File: config.mk
export PLATFORM = sky130hd
export DESIGN_NAME = tcg_queue
export DESIGN_NICKNAME = d
export VERILOG_FILES = /design/src/tcg_pkg.sv /design/src/tcg_queue.sv
export SDC_FILE = /design/constraint.sdc
export NUM_CORES = 1
export LEC_CHECK = 0
export ABC_AREA = 1
export BUFFER_PORTS_ARGS = -buffer_cell sky130_fd_sc_hd__buf_4
export CELL_PAD_IN_SITES_DETAIL_PLACEMENT = 0
export CELL_PAD_IN_SITES_GLOBAL_PLACEMENT = 1
export CORE_ASPECT_RATIO = 1.2
export CORE_UTILIZATION = 42
export DETAILED_ROUTE_END_ITERATION = 12
export PLACE_DENSITY = 0.77
export SYNTH_ARGS = -nofsm -noshare
export SYNTH_HDL_FRONTEND = slang
export SYNTH_SLANG_ARGS = --single-unit
File: constraint.sdc
create_clock -name clk -period 3 [get_ports clk]
set_input_delay 0.45 -clock clk [delete_from_list [all_inputs] [get_ports clk]]
set_output_delay 0.45 -clock clk [all_outputs]
set_load 0.02 [all_outputs]
File: src/tcg_pkg.sv
`timescale 1ns / 1ps
// Shared types and constants for the text cursor glyph renderer.
// No dependencies; every other file of the block imports this package.
package tcg_pkg;

	localparam int MAX_ROWS_OUT = 16;
	localparam int ROW_W        = 4;
	localparam int QUEUE_DEPTH  = 2;
	localparam int QPTR_W       = 1;
	localparam int QCNT_W       = 2;
	localparam int CFG_DATA_W   = 10;

	localparam logic        ACT_LOAD     = 1'b1;
	localparam logic [7:0]  CODE_TAB     = 8'd9;
	localparam logic [7:0]  CODE_NEWLINE = 8'd10;
	localparam logic [7:0]  CODE_RETURN  = 8'd13;
	localparam logic [9:0]  LINE_MAX     = 10'd1023;
	localparam logic [3:0]  WRAP_MARGIN  = 4'd6;
	localparam logic [3:0]  GLYPH_WIDTH  = 4'd8;

	typedef enum logic [1:0] {
		CFG_TEXT_COLOR    = 2'd0,
		CFG_SCREEN_WIDTH  = 2'd1,
		CFG_SCREEN_HEIGHT = 2'd2,
		CFG_TAB_SPACE     = 2'd3
	} cfg_reg_t;

	typedef struct packed {
		logic [3:0] text_color;
		logic [9:0] screen_width;
		logic [8:0] screen_height;
		logic [7:0] tab_space;
	} cfg_t;

	// One word of work for the back part: a font row write or a glyph render.
	typedef struct packed {
		logic       is_load;
		logic [7:0] code;
		logic [3:0] row;
		logic [7:0] bits;
		logic [9:0] col;
		logic [9:0] line;
	} cmd_t;

endpackage

File: src/tcg_queue.sv
`timescale 1ns / 1ps
// Two-entry command queue between the front and back parts.
// Uses tcg_pkg for the command word type and depth constants.
module tcg_queue import tcg_pkg::*; (
	input  logic clk,
	input  logic arst_n,
	input  logic push,
	input  cmd_t push_cmd,
	input  logic pop,
	output logic full,
	output logic head_valid,
	output cmd_t head_cmd
);

	cmd_t              entry_q [QUEUE_DEPTH];
	logic [QPTR_W-1:0] wr_q, rd_q;
	logic [QCNT_W-1:0] cnt_q;

	assign full       = (cnt_q == QCNT_W'(QUEUE_DEPTH));
	assign head_valid = (cnt_q != '0);
	assign head_cmd   = entry_q[rd_q];

	always_ff @(posedge clk) begin
		if (push)
			entry_q[wr_q] <= push_cmd;
	end

	always_ff @(posedge clk or negedge arst_n) begin
		if (!arst_n) begin
			wr_q  <= '0;
			rd_q  <= '0;
			cnt_q <= '0;
		end else begin
			if (push)
				wr_q <= wr_q + 1'b1;
			if (pop)
				rd_q <= rd_q + 1'b1;
			case ({push, pop})
				2'b10:   cnt_q <= cnt_q + 1'b1;
				2'b01:   cnt_q <= cnt_q - 1'b1;
				default: cnt_q <= cnt_q;
			endcase
		end
	end

endmodule

==> out/results.md <==
| Parameter | This run | Unit |
|---|---|---|
| Start point of the critical path | rd_q | - |
| Final critical-path required period | 2.33 | ns |
| Clk pin slew, worst setup/hold paths | 0.08 | ns |
| Dominant delay contributor by cell family on the critical path | flip-flops | - |
| Final weighted congestion in routability-driven placement | 0.692 | - |
| Inserted Diodes | 0 | - |
| Setup slack, reg-to-reg | 1.41 | ns |
| Number of top-level pins | 88 | - |
| Post-Synth Adder-Cell Area | 0.00367 | - |
| Kind of start point of the critical path | flip-flop | - |
| Post-synth net total | 284 | - |
| Worst Hold Slack | 0.284 | ns |
| Crit path buf inv count | 1 | - |
| Wire length of the first global-routing pass | 8.86 | mm |
| Later-pin clock latency in the skew report | 0.34 | ns |
| Worst reg2reg startpoint | wr_q | - |
| Largest fanout on the critical path | 83 | - |
| Vertical extent of the die | 101 | µm |
| Ratio of cells with drive above 1 in the final layout | 0.406 | - |
| Layout Skew | 0.00560 | ns |
| Data arrival time of the critical path | 1.88 | ns |
| Max IR drop VDD | 0.578 | mV |
| Most frequent standard cell in the layout excluding fill and tap cells | sky130_fd_sc_hd__buf_4 | - |
| Type of element capturing the critical path | primary output | - |
| Post-synthesis cell count | 238 | - |
| Total Routing Usage GR | 0.142 | - |
| Clock Tree Buf Depth | 2 | - |
| Nets | 376 | - |
| Max-slew violation count | 0 | - |
| Total negative setup slack | 0 | ns |
| Area of the core | 7790 | µm² |
| Basic-gate share of the synthesized area counting and, or, nand and nor cells | 0.0572 | - |
| Register Area | 2570 | µm² |
| Number of fill cells in the layout | 690 | - |
| Row count | 35 | - |
| # Max-Cap Violations | 0 | - |
| Antenna violations before repair | 0 | - |
| Largest net degree at the start of global routing | 84 | - |
| Ratio of total power to cell area | 947 | nW/µm² |
| Clock sink count | 86 | - |
| Ratio of final minimum period to clock period | 0.777 | - |
| Critical path class | reg -> out | - |
| Tightest Pin Transition | 0.972 | ns |
| Synthesis Warnings | 0 | - |
| Slew margin rel. | 0.352 | - |
| Average size of a mapped cell | 14.3 | µm² |
| Via count of the first global-routing pass | 1958 | - |
| Commonest cells after routing, fill and taps aside | 89 x sky130_fd_sc_hd__buf_4, 82 x sky130_fd_sc_hd__edfxtp_1, 47 x sky130_fd_sc_hd__nand2_1, 46 x sky130_fd_sc_hd__inv_1, 30 x sky130_fd_sc_hd__o21ai_2 | - |
| Routed wirelength normalized by instance count | 12.9 | µm |
| Setup-violating endpoint count in the final report | 0 | - |
| Effective utilization at floorplan | 0.438 | - |
| #FFs+latches synth | 86 | - |
| Share of cell area taken by muxes after synthesis | 0 | - |
| CTS tree | yes | - |
| First-pass iteration count of the detailed router | 8 | - |
| Fraction of the yosys area taken by sequential cells | 0.751 | - |
| Path length in cells of the critical path | 3 | - |
| Number of port buffers | 87 | - |
| DRC violation total after the first TritonRoute iteration | 89 | - |
| Total gr overflow | 0 | - |
| Total CTS buffers | 9 | - |
| Area used by multi-input combinational logic | 559 | µm² |
| Xor and xnor fraction of the mapped netlist area | 0.00770 | - |
| Post-route DRC | 8 | - |
| Unrepaired setup endpoints after global routing | false | - |
| Count of vias placed by the detailed router | 1957 | - |
| Detailed placement HPWL | 3.62 | mm |
| Outcome | finished, violations left | - |
| Synth Area in Compound Gates | 0.0931 | - |
| Endpoint of the worst register-to-register path | entry_q[1][8] | - |
| Fin. Hold Viols | 0 | - |
| Number of distinct standard cells referenced by the synthesized netlist | 16 | - |
| Cell chain of the critical path | nand2_1 > o21ai_2 > buf_4 | - |
| CTS HTree Levels | 3 | - |
| Data required time of the critical path | 2.55 | ns |
| Root Buffer Master | sky130_fd_sc_hd__clkbuf_8 | - |
| CP max-delay cell | sky130_fd_sc_hd__dfrtp_4 | - |
| Post-route antenna net violation count | 0 | - |
| Failing checks | DRC | - |
| Final wirelength | 5.51 | mm |
| Highest clock rate | 429 | MHz |
| Synthesized area | 3410 | µm² |
| Synth-to-Final Area Change | 25.6 | % |
| Static leakage | 1.82 | nW |
| Delay of the slowest cell on the worst path | 1.07 | ns |
| Class of the most critical hold timing path | in -> reg | - |
| Combinational family with the most area after synthesis | compound AO/OA/AOI/OAI gates | - |
| Routed vias/inst | 4.58 | - |
| Chip Width | 84.3 | µm |
| Crit path to | head_cmd[35] | - |
| Area of the die | 8490 | µm² |
| Worst reg-to-reg path cell count | 2 | - |
-- registers in the layout (all words and copies together), names as in the netlist --
signal	cells
entry_q	82
cnt_q	2
rd_q	1
wr_q	1
-- how the worst min path moves through the flow --
stage	end	depth (start not counted)	start	slack [ns]
2_1_floorplan	cnt_q[0]	0	arst_n	0.15
4_1_cts	entry_q[1][30]	1	push_cmd[30]	0.27
6_report	entry_q[0][16]	1	push_cmd[16]	0.28
3_5_place_dp	cnt_q[1]	1	arst_n	0.25
3_3_place_gp	cnt_q[1]	1	arst_n	0.25
5_1_grt	entry_q[0][16]	1	push_cmd[16]	0.25
-- cell type report --
class                           instances  share of cell area
Multi-Input combinational cell         96               0.131
Timing Repair Buffer                   90               0.158
Tap cell                               92              0.0269
Sequential cell                        86               0.599
Clock inverter                          6              0.0146
Inverter                               47              0.0412
Clock buffer                           10              0.0298
-- timing repair --
| action | CTS | global route |
|---|---|---|
| resized for setup | 0 | 0 |
| hold endpoints to repair | 4 | 0 |
| hold buffers | 1 | 0 |
| setup buffers | 0 | 0 |
-- cell usage after synthesis --
| cell type | n | area [µm²] |
|---|---|---|
| sky130_fd_sc_hd__clkbuf_2 | 1 | 5.00 |
| sky130_fd_sc_hd__o21ai_0 | 10 | 50.1 |
| sky130_fd_sc_hd__edfxtp_1 | 82 | 2460 |
| sky130_fd_sc_hd__buf_8 | 7 | 105 |
| sky130_fd_sc_hd__nand2_1 | 47 | 176 |
| sky130_fd_sc_hd__ha_1 | 1 | 12.5 |
| sky130_fd_sc_hd__inv_1 | 47 | 176 |
| sky130_fd_sc_hd__o21ai_2 | 30 | 263 |
| sky130_fd_sc_hd__nand3_1 | 1 | 5.00 |
| sky130_fd_sc_hd__xnor2_1 | 1 | 8.76 |
| sky130_fd_sc_hd__nor2_1 | 2 | 7.51 |
| sky130_fd_sc_hd__xor2_1 | 2 | 17.5 |
| sky130_fd_sc_hd__o21ai_1 | 1 | 5.00 |
| sky130_fd_sc_hd__nand4_1 | 1 | 6.26 |
| sky130_fd_sc_hd__buf_6 | 1 | 11.3 |
| sky130_fd_sc_hd__dfrtp_1 | 4 | 100 |
-- where the power goes --
part | leakage [nW] | internal [mW] | switching (mW)
combinational | 0.912 | 0.602 | 0.830
clock | 0.0899 | 0.382 | 0.390
sequential | 0.816 | 1.60 | 0.255
total | 1.82 | 2.58 | 1.47
-- cell families (layout without fill, tap and decap cells) --
kind of cell	count (synthesis)	in the layout
compound gates	41	41
flops	86	86
fa+ha+maj	1	1
xor+xnor	3	3
buf+inv	56	153
simple gates	51	51
-- per-layer routing --
metal  vias to the layer above  global-route usage  routed length [µm]
met5                         -                   0                   0
li1                        987                   -                   -
met2                        47               0.252                2930
met1                       912               0.149                2150
met3                        11              0.0410                 287
met4                         0              0.0849                 138
-- through the flow --
step	total power [mW]	setup slack (ns)	area (µm²)	util	instances
after global placement	3.32	1.03	4090	0.524	410
after floorplan	2.84	0.328	3410	-	238
after CTS	4.12	0.604	4290	0.550	427
final	4.06	0.669	4290	0.550	427
after global routing	4.31	0.451	4290	0.550	427
after detailed placement	3.35	0.993	4090	0.524	410
Power figures use the tool's default switching activity.
