<file path="src/tcg_pkg.sv">
`timescale 1ns / 1ps
// Shared types and constants for the text cursor glyph renderer.
// No dependencies; every other file of the block imports this package.
package tcg_pkg;

	localparam int MAX_ROWS_OUT = 16;
	localparam int ROW_W        = 4;
	localparam int QUEUE_DEPTH  = 2;
	localparam int QPTR_W       = 1;
	localparam int QCNT_W       = 2;
	localparam int CFG_DATA_W   = 10;

	localparam logic        ACT_LOAD     = 1'b1;
	localparam logic [7:0]  CODE_TAB     = 8'd9;
	localparam logic [7:0]  CODE_NEWLINE = 8'd10;
	localparam logic [7:0]  CODE_RETURN  = 8'd13;
	localparam logic [9:0]  LINE_MAX     = 10'd1023;
	localparam logic [3:0]  WRAP_MARGIN  = 4'd6;
	localparam logic [3:0]  GLYPH_WIDTH  = 4'd8;

	typedef enum logic [1:0] {
		CFG_TEXT_COLOR    = 2'd0,
		CFG_SCREEN_WIDTH  = 2'd1,
		CFG_SCREEN_HEIGHT = 2'd2,
		CFG_TAB_SPACE     = 2'd3
	} cfg_reg_t;

	typedef struct packed {
		logic [3:0] text_color;
		logic [9:0] screen_width;
		logic [8:0] screen_height;
		logic [7:0] tab_space;
	} cfg_t;

	// One word of work for the back part: a font row write or a glyph render.
	typedef struct packed {
		logic       is_load;
		logic [7:0] code;
		logic [3:0] row;
		logic [7:0] bits;
		logic [9:0] col;
		logic [9:0] line;
	} cmd_t;

endpackage

</file>
<file path="src/tcg_front.sv">
`timescale 1ns / 1ps
// Front part: accepts input words, keeps the text cursor, handles control codes
// and pushes font loads and printable characters into the command queue. Uses tcg_pkg.
module tcg_front import tcg_pkg::*; #(
	parameter int GLYPH_ROWS = 16
) (
	input  logic       clk,
	input  logic       arst_n,
	input  logic       in_valid,
	output logic       in_stall,
	input  logic       action,
	input  logic [7:0] glyph_code,
	input  logic [3:0] glyph_row,
	input  logic [7:0] glyph_bits,
	input  cfg_t       cfg,
	input  logic       q_full,
	output logic       push,
	output cmd_t       push_cmd
);

	logic [9:0]  col_q, line_q;
	logic [9:0]  col_d, line_d;
	logic        accept, is_load, is_nl, is_cr, is_tab, printable, wrap;
	logic [10:0] line_step, tab_nx, chr_nx;
	logic [9:0]  line_sat;

	assign in_stall = q_full;

	always_comb begin
		accept    = in_valid && !in_stall;
		is_load   = (action == ACT_LOAD);
		is_nl     = (glyph_code == CODE_NEWLINE);
		is_cr     = (glyph_code == CODE_RETURN);
		is_tab    = (glyph_code == CODE_TAB);
		printable = !is_load && !is_nl && !is_cr && !is_tab;
		push      = accept && (is_load || printable);

		push_cmd.is_load = is_load;
		push_cmd.code    = glyph_code;
		push_cmd.row     = glyph_row;
		push_cmd.bits    = glyph_bits;
		push_cmd.col     = col_q;
		push_cmd.line    = line_q;

		line_step = {1'b0, line_q} + 11'(GLYPH_ROWS);
		line_sat  = (line_step > {1'b0, LINE_MAX}) ? LINE_MAX : line_step[9:0];
		tab_nx    = {1'b0, col_q} + {3'b0, cfg.tab_space};
		chr_nx    = {1'b0, col_q} + {7'b0, GLYPH_WIDTH};
		wrap      = ({1'b0, chr_nx} + {8'b0, WRAP_MARGIN}) > {2'b0, cfg.screen_width};

		col_d  = col_q;
		line_d = line_q;
		if (accept && !is_load) begin
			if (is_nl) begin
				col_d  = '0;
				line_d = line_sat;
			end else if (is_tab) begin
				if (tab_nx < {1'b0, cfg.screen_width})
					col_d = tab_nx[9:0];
			end else if (printable) begin
				if (wrap) begin
					col_d  = '0;
					line_d = line_sat;
				end else begin
					col_d = chr_nx[9:0];
				end
			end
		end
	end

	always_ff @(posedge clk or negedge arst_n) begin
		if (!arst_n) begin
			col_q  <= '0;
			line_q <= '0;
		end else begin
			col_q  <= col_d;
			line_q <= line_d;
		end
	end

endmodule

</file>
<file path="config.mk">
export PLATFORM = sky130hd
export DESIGN_NAME = tcg_front
export DESIGN_NICKNAME = d
export VERILOG_FILES = /design/src/tcg_pkg.sv /design/src/tcg_front.sv
export SDC_FILE = /design/constraint.sdc
export NUM_CORES = 1
export LEC_CHECK = 0
export BUFFER_PORTS_ARGS = -buffer_cell sky130_fd_sc_hd__buf_2
export CORE_MARGIN = 1.5
export CORE_UTILIZATION = 53
export CTS_CLUSTER_SIZE = 30
export DETAILED_ROUTE_END_ITERATION = 8
export GPL_ROUTABILITY_DRIVEN = 0
export GPL_TIMING_DRIVEN = 0
export PLACE_DENSITY_LB_ADDON = 0.2
export SLEW_MARGIN = 20
export SYNTH_ARGS = -nofsm -noshare
export SYNTH_HDL_FRONTEND = slang
export SYNTH_SLANG_ARGS = --single-unit
export TNS_END_PERCENT = 50
</file>
<file path="constraint.sdc">
create_clock -name clk -period 10 [get_ports clk]
set_input_delay 1 -clock clk [delete_from_list [all_inputs] [get_ports clk]]
set_output_delay 1 -clock clk [all_outputs]
set_load 0.01 [all_outputs]
</file>
==> summary.txt <==
final setup vio count -> 0
Int Power -> 256 µW
status -> completed
Critical-path top delay cell -> a31oi_1
Clock power frac -> 0.108
chip height -> 69.5 µm
hold_ws -> 0.585 ns
Post-Layout Inst Area -> 0.00282 mm²
crit path launch type -> input port
Netlist Area Pre-Place -> 0.00234 mm²
share of the synthesized area in the top cell type -> 0.181
worst setup margin -> 5.40 ns
Area after DPL -> 0.00278 mm²
row count -> 24
fin nets -> 450
Initial Util -> 0.546
DR DRC count -> 0
Multi-input gate area -> 0.00162 mm²
Routed WL -> 5.34 mm
critical path class -> input port to register
grt ovf -> 0
crit path max fanout -> 10
CTS clk-pin slew, worst paths -> 0.07 ns
Port-buffer cells -> 73
post_cts resized -> 0
CTS tree -> built
initial antenna violation count -> 0
mean area per synthesized cell -> 8.29 µm²
RSZ-0062 raised after global routing -> false
largest net degree at the start of global routing -> 18
maximum capacitance violations -> 0
largest delay contributor family on the critical path -> compound AO/OA/AOI/OAI gates
Worst Clk Skew -> 0.00842 ns
WP buf/inv -> 2
Layout area overhead -> 20.4%
setup TNS -> 0 ns
wire per inst -> 13.0 µm
sequential share of the synthesized area -> 0.181
Mapped Nets -> 372
first-pass GRT wire length -> 9.06 mm
max-slew violations -> 0
GRT Total Usage -> 0.226
width of the die -> 69.5 µm
Async SR Flop Fraction -> 1.00
Die ar. -> 0.00483 mm²
Post-CTS Hold Fix Bufs -> 0
part of the power in registers -> 0.227
fraction of layout cells with a size suffix above 1 -> 0.336
ranking of synthesized cells by area -> dfrtp_1 (18%), ha_1 (17%), buf_4 (8.3%)
most common cell after layout, fill and taps aside -> buf_2
clock latency on the worst-skew pair -> 0.25 ns
placed insts -> 408
Least-Margin Pin Slew -> 0.580 ns
number of synthesized flops with an enable pin -> 0
Cell Count, Final, Fillers Out -> 412
Crit. End Element -> register
CP required -> 10.15 ns
HPWL Detailed -> 4.45 mm
Setup Buffers After CTS -> 0
NetSw -> 224 µW
worst hold-check path type -> register to register
Yosys cell types -> 59
Final period util -> 0.460
biggest area consumer among synthesized cells -> dfrtp_1
PD cells -> 170 mW/mm²
Via Count -> 2,239
Longest Clk Path Bufs -> 2
sw frac -> 0.467
Ports -> 99
commonest cells after routing, fill and taps aside -> buf_2 (77), ha_1 (32), buf_4 (26)
Ant. Diodes -> 0
fill count -> 381
min Tclk post-route -> 4.60 ns
cells after synthesis -> 283
Peak Freq -> 0.217 GHz
antenna viol nets, final -> 0
Comb pwr share -> 0.665
Critical Path, Cell by Cell -> buf_2 -> ha_1 -> fa_1 -> a21oi_1 -> nor2b_1 -> a311o_1 -> a31oi_1 -> xnor2_1 -> ha_1 -> o21a_1 -> o21ai_0 -> nor4_1 -> o31ai_1 -> o211a_1 -> buf_2 -> o211ai_1 -> o21a_1
delay of the slowest critical-path stage -> 0.42 ns
pre-CTS WS -> 5.16 ns
ys flop type -> dfrtp_1
cts bufs inserted -> 3
slew margin rel. -> 0.611
Worst Path Arrival -> 4.76 ns
Root Buffer -> clkbuf_8
TritonRoute pass-1 iters -> 4
vias in the first global route -> 2,078
H-tree depth -> 1
Synth Register Bits -> 17
Hold Violations, Final -> 0
Vias/cell -> 5.43
CTS sink count -> 17
Core Area -> 0.00429 mm²
maximum vdd ir drop -> 0.0954 mV
synth warn -> 0
P_leak -> 1.47 nW
Reg area -> 425 µm²
number of DRC markers in iteration 0 -> 110
worst paths after layout:
kind,startpoint,to,slack [ns],depth (start not counted)
max,cfg[0],col_q[4]$_DFFE_PN0P_,5.40,17
min,col_q[0]$_DFFE_PN0P_,col_q[0]$_DFFE_PN0P_,0.58,1
max reg2reg,col_q[0]$_DFFE_PN0P_,col_q[4]$_DFFE_PN0P_,5.80,16
min reg2reg,col_q[0]$_DFFE_PN0P_,col_q[0]$_DFFE_PN0P_,0.58,1
max in group asynchronous,arst_n,col_q[9]$_DFFE_PN0P_,9.06,1
min in group asynchronous,arst_n,line_q[5]$_DFFE_PN0P_,0.66,1
kinds of logic (layout without fill, tap and decap cells):
logic type      after synthesis  in the layout  share of synthesized area
mux                           4              4                     0.0192
flops                        17             17                      0.181
xor+xnor                     20             20                     0.0747
compound gates               73             73                      0.226
simple gates                 85             85                      0.193
buf+inv                      51            128                      0.126
fa+ha+maj                    33             33                      0.179
flip-flops by register name, summed over array words and instances, names as in the netlist:
| signal | cells |
|---|---|
| line_q | 7 |
| col_q | 10 |
cell type report:
| cell class | count | area share |
|---|---|---|
| plain buffers | 32 | 0.0793 |
| clock buffers | 3 | 0.0146 |
| clock inverters | 1 | 0.00266 |
| inverters | 19 | 0.0253 |
| multi-input cells | 215 | 0.575 |
| flip-flops and latches | 17 | 0.151 |
| well taps | 52 | 0.0230 |
| repair buffers | 73 | 0.129 |
synth_stat cells, types with 2 or more instances:
master and number:
a21o_1 5, nand3_1 11, a31oi_1 2, o21ai_0 16
xnor2_1 9, nand2b_1 4, ha_1 32, nand4_1 2
buf_2 4, nand2_1 23, o21a_1 3, a22o_1 7
a211oi_1 3, a21oi_1 12, a2bb2oi_1 2, xor2_1 11
buf_4 26, mux2_2 4, inv_1 19, nor3_1 5
nor4_1 2, nor2_1 15, dfrtp_1 17, o31a_1 2
a2111oi_0 2, o211a_1 2, nor2b_1 6, and3_1 3
o31ai_1 4
power by group through the flow:
stage | registers [mW] | logic [mW] | clock network [mW]
floorplan | 0.112 | 0.232 | 0
global placement | 0.110 | 0.308 | 0
detailed placement | 0.110 | 0.317 | 0
CTS | 0.109 | 0.319 | 0.0535
global route | 0.112 | 0.359 | 0.0560
finish | 0.109 | 0.319 | 0.0517
metrics by stage:
step	power, mW	utilization
6_report	0.480	0.658
3_5_place_dp	0.427	0.646
5_1_grt	0.527	0.658
2_1_floorplan	0.343	-
4_1_cts	0.481	0.658
3_3_place_gp	0.417	0.646
routing by layer:
layer,global-route usage,share of wire,vias up
li1,-,-,1146
met1,0.298,0.46,1006
met2,0.391,0.47,81
met3,0.0407,0.057,6
met4,0.0436,0.011,0
met5,0,0,-
worst reg2reg max path: stages (launching register included):
cell and delay (ns):
dfrtp_1 0.42, ha_1 0.24, fa_1 0.41, a21oi_1 0.18
nor2b_1 0.09, a311o_1 0.39, a31oi_1 0.42, xnor2_1 0.18
ha_1 0.25, o21a_1 0.10, o21ai_0 0.23, nor4_1 0.12
o31ai_1 0.25, o211a_1 0.30, buf_2 0.26, o211ai_1 0.14
o21a_1 0.12
Note: power is estimated with default switching activity, not from simulation.
